<file path="config.mk">
export PLATFORM = sky130hd
export DESIGN_NAME = mvt_merge
export DESIGN_NICKNAME = d
export VERILOG_FILES = /design/src/design/matrix_vector_transform_4x4_defines.svh /design/src/design/mvt_pkg.sv /design/src/design/mvt_merge.sv
export SDC_FILE = /design/constraint.sdc
export NUM_CORES = 1
export LEC_CHECK = 0
export BUFFER_PORTS_ARGS = -buffer_cell sky130_fd_sc_hd__buf_4
export CORE_AREA = 2 2 153 155
export CTS_CLUSTER_DIAMETER = 80
export DETAILED_ROUTE_END_ITERATION = 8
export DIE_AREA = 0 0 155 157
export SLEW_MARGIN = 20
export SYNTH_ARGS = -nofsm -noshare
export SYNTH_HDL_FRONTEND = slang
export SYNTH_SLANG_ARGS = --single-unit
</file>
<file path="constraint.sdc">
create_clock -name clk -period 2.6 [get_ports clk]
set_clock_uncertainty 0.15 [all_clocks]
set_input_delay 0.65 -clock clk [delete_from_list [all_inputs] [get_ports clk]]
set_output_delay 0.65 -clock clk [all_outputs]
set_load 0.01 [all_outputs]
</file>
<file path="src/design/matrix_vector_transform_4x4_defines.svh">
// assertion macros for the matrix vector transform block
`ifndef MATRIX_VECTOR_TRANSFORM_4X4_DEFINES_SVH
`define MATRIX_VECTOR_TRANSFORM_4X4_DEFINES_SVH

// same-cycle implication, sampled on clk, off during reset
`define MVT_ASSERT_IMPL(label, ante, cons) \
	label: assert property (@(posedge clk) disable iff (!arst_n) (ante) |-> (cons)) \
		else $error("assertion failed: same-cycle implication");

// next-cycle implication, sampled on clk, off during reset
`define MVT_ASSERT_NEXT(label, ante, cons) \
	label: assert property (@(posedge clk) disable iff (!arst_n) (ante) |=> (cons)) \
		else $error("assertion failed: next-cycle implication");

`endif

</file>
<file path="src/design/mvt_pkg.sv">
// shared types and codes for the matrix vector transform block
`default_nettype none

package mvt_pkg;

	// input opcodes
	localparam logic OP_LOAD  = 1'b0;
	localparam logic OP_XFORM = 1'b1;

	// dimension register
	localparam int unsigned DIM_W = 3;
	localparam logic [DIM_W-1:0] DIM_RESET = 3'd4;
	localparam logic [DIM_W-1:0] DIM_THREE = 3'd3;

	// register index decode (byte address bit 2)
	localparam logic REG_DIMENSION = 1'b0;

	// per-stage load enables for the lanes
	typedef struct packed {
		logic en1;
		logic en2;
	} pipe_ctl_t;

	// controls for the merging stage
	typedef struct packed {
		logic en3;
		logic three;
	} merge_ctl_t;

endpackage

`default_nettype wire

</file>
<file path="src/design/mvt_merge.sv">
// merging stage: scale, saturate and register the four lane sums
`default_nettype none

module mvt_merge #(
	parameter int ELEMENT_BITS = 32,
	parameter int FRAC_BITS    = 16,
	parameter int SUM_W        = 2 * ELEMENT_BITS + 2
) (
	input  wire                           clk,
	input  wire mvt_pkg::merge_ctl_t      ctl,
	input  wire logic signed [SUM_W-1:0]  sum_s2 [4],
	output logic signed [ELEMENT_BITS-1:0] out_q [4]
);
	import mvt_pkg::*;

	localparam logic signed [ELEMENT_BITS-1:0] E_MAX = {1'b0, {(ELEMENT_BITS-1){1'b1}}};
	localparam logic signed [ELEMENT_BITS-1:0] E_MIN = {1'b1, {(ELEMENT_BITS-1){1'b0}}};

	logic signed [SUM_W-1:0]        shifted [4];
	logic signed [ELEMENT_BITS-1:0] sat     [4];
	logic [SUM_W-ELEMENT_BITS:0]    upper   [4];

	// arithmetic shift toward minus infinity, then clamp to the element range
	always_comb begin
		for (int k = 0; k < 4; k++) begin
			shifted[k] = sum_s2[k] >>> FRAC_BITS;
			upper[k]   = shifted[k][SUM_W-1:ELEMENT_BITS-1];
			if ((&upper[k]) || !(|upper[k])) begin
				sat[k] = shifted[k][ELEMENT_BITS-1:0];
			end else if (shifted[k][SUM_W-1]) begin
				sat[k] = E_MIN;
			end else begin
				sat[k] = E_MAX;
			end
		end
	end

	// output register; fourth word forced to zero in 3x3 mode
	always_ff @(posedge clk) begin
		if (ctl.en3) begin
			out_q[0] <= sat[0];
			out_q[1] <= sat[1];
			out_q[2] <= sat[2];
			out_q[3] <= ctl.three ? '0 : sat[3];
		end
	end

endmodule

`default_nettype wire
</file>
==> reports/summary.txt <==
status -> finished, final reports clean
# DRC -> 0
Largest register FFs -> 128
chip height -> 157 µm
CP most frequent cell -> buf_4
Antenna Cells -> 0
antenna violations before repair -> 0
Clock Tree Root -> clkbuf_16
Setup violations, final -> 0
placement row count -> 55
core area -> 22500 µm²
fmax -> 483 MHz
Post-CTS Setup Inserts -> 0
sum of negative setup slack -> 0 ns
Avg WL per Cell -> 17.2 µm
synthesized cell area -> 5390 µm²
CP startpoint -> sum_s2[263]
Max Cap Viol -> 0
Vias/cell -> 4.59
critical path capture point type -> register
NumNets Final -> 943
CTS Buf Count -> 17
clock slew at reported path FFs -> 0.06 ns
hold path cells -> 1
most frequent cells in the layout -> buf_4, edfxtp_1, a21o_1
Max FO, Critical Path -> 22
Unique masters post-synth -> 17
GPL Wtd Cong -> 0.821
Slew Viols, Final -> 0
Seq/Total Area, Yosys -> 71.4%
share of power burned in combinational logic -> 13.7%
I/O Pins -> 395
Die Wd -> 155 µm
Flop pwr share -> 43.4%
post-route ant nets -> 0
min Tclk post-route -> 2.07 ns
CP max-delay cell -> nor4_1
Critical Path RT -> 2.61 ns
hold slack -> 0.325 ns
critical path cell sequence -> buf_4 -> nor4_1 -> nand4_1 -> nor4_2 -> a311oi_4 -> buf_4 -> a21o_1
fin cells -> 974
Int Pwr -> 4.51 mW
fraction of layout cells with a size suffix above 1 -> 55.6%
Synth Warn # -> 0
first-pass GRT wire length -> 24800 µm
Clock power frac -> 42.9%
Final Cycle Share -> 79.7%
1st-pass router iterations -> 4
CTS Buffer Depth -> 2
Max VDD drop -> 0.356 mV
Starting Density -> 23.9%
Setup CP Type -> in -> reg
P&R area growth vs syn -> 65.5%
hold buffers post-CTS -> 0
Die ar. -> 24300 µm²
RSZ-0062 raised after global routing -> no
count of state elements after synthesis -> 128
crit-path max cell delay -> 0.32 ns
CTS tree -> done
vias in the first global route -> 4587
Post-Synthesis Cells -> 344
Worst EP arrival -> 2.08 ns
Worst setup SP type -> input port
GRT overflow -> 0
slew of the pin with the lowest slew margin -> 1.01 ns
total number of vias -> 4475
PD cells -> 646 nW/µm²
# placed instances -> 942
CP Capture Point -> out_q[120]
placed wire-length estimate -> 12100 µm
fin util -> 39.6%
total track usage -> 13.3%
Final Power -> 5.76 mW
PortBufs -> 330
H-tree Lvls -> 4
post-cts gate resize count -> 0
switching share of power -> 21.7%
CTS Sinks -> 128
relative slew slack -> 32.6%
Total Wirelength -> 16800 µm
Leakage -> 4.05 nW
most common cell after layout, fill and taps aside -> buf_4
Iter 0 DRT Violations -> 220
Post-Syn Area per Cell -> 15.7 µm²
largest register by flop count -> out_q
Psw -> 1.25 mW
largest net degree at the start of global routing -> 75
biggest regs -> out_q (128)
final hold vios -> 0
net count after synthesis -> 611
hold crit path type -> in -> reg
[power groups by stage]
| stage | Combinational, mW | Sequential [mW] | Clock [mW] |
|---|---|---|---|
| 2_1_floorplan | 0.117 | 2.63 | 0 |
| 3_3_place_gp | 0.791 | 2.54 | 0 |
| 3_5_place_dp | 0.799 | 2.54 | 0 |
| 4_1_cts | 0.800 | 2.50 | 2.56 |
| 5_1_grt | 0.849 | 2.51 | 2.64 |
| 6_report | 0.791 | 2.50 | 2.47 |
[kinds of logic (layout without fill, tap and decap cells)]
kind of cell / count (synthesis) / count (layout) / synth area share [%]
AOI/OAI and AO/OA: 130 / 130 / 19.0
buffers and inverters: 32 / 377 / 3.14
and+or+nand+nor: 54 / 54 / 6.51
DFF: 128 / 128 / 71.4
[how the worst min path moves through the flow]
stage,to,from
floorplan,out_q[0],ctl[1]
global placement,out_q[95],sum_s2[197]
detailed placement,out_q[95],sum_s2[197]
CTS,out_q[95],sum_s2[197]
global route,out_q[95],sum_s2[197]
finish,out_q[95],sum_s2[197]
[cell type report]
type | count | area (µm²)
Clock inverter | 11 | 164
Inverter | 1 | 3.75
Sequential cell | 128 | 3840
Clock buffer | 21 | 440
Fill cell | 2192 | 13600
Multi-Input combinational cell | 184 | 1430
Timing Repair Buffer | 344 | 2670
Tap cell | 285 | 357
[synthesized netlist by cell type, drive strengths merged]
cell type	n	area, µm²
nor2b	1	6.26
or2	1	6.26
inv	1	3.75
clkbuf	7	26.3
a31o	34	298
a21o	93	698
nand4	20	125
and4	1	8.76
a311oi	3	26.3
edfxtp	128	3840
and3	3	18.8
nor2	6	22.5
nor4	22	163
buf	24	139
[per-stage QoR]
step           setup WS (ns)  cell area (µm²)
3_3_place_gp           0.140             8310
5_1_grt                0.427             8910
6_report               0.528             8910
3_5_place_dp           0.126             8310
2_1_floorplan          0.519             5390
4_1_cts                0.563             8910
[metal layers]
metal / GRT usage, % / vias up / part of all wire (%)
met5: 0 / - / 0
met4: 5.38 / 0 / 1.9
met3: 5.04 / 21 / 9.1
met2: 22.5 / 222 / 49
met1: 15.4 / 2152 / 40
li1: - / 2080 / -
[critical path: cells and delay by family]
| family | cells | cell delay [ns] |
|---|---|---|
| AND/OR/NAND/NOR | 3 | 0.81 |
| AO/OA/AOI/OAI | 2 | 0.26 |
| buffers and inverters | 2 | 0.36 |
Power figures use the tool's default switching activity.
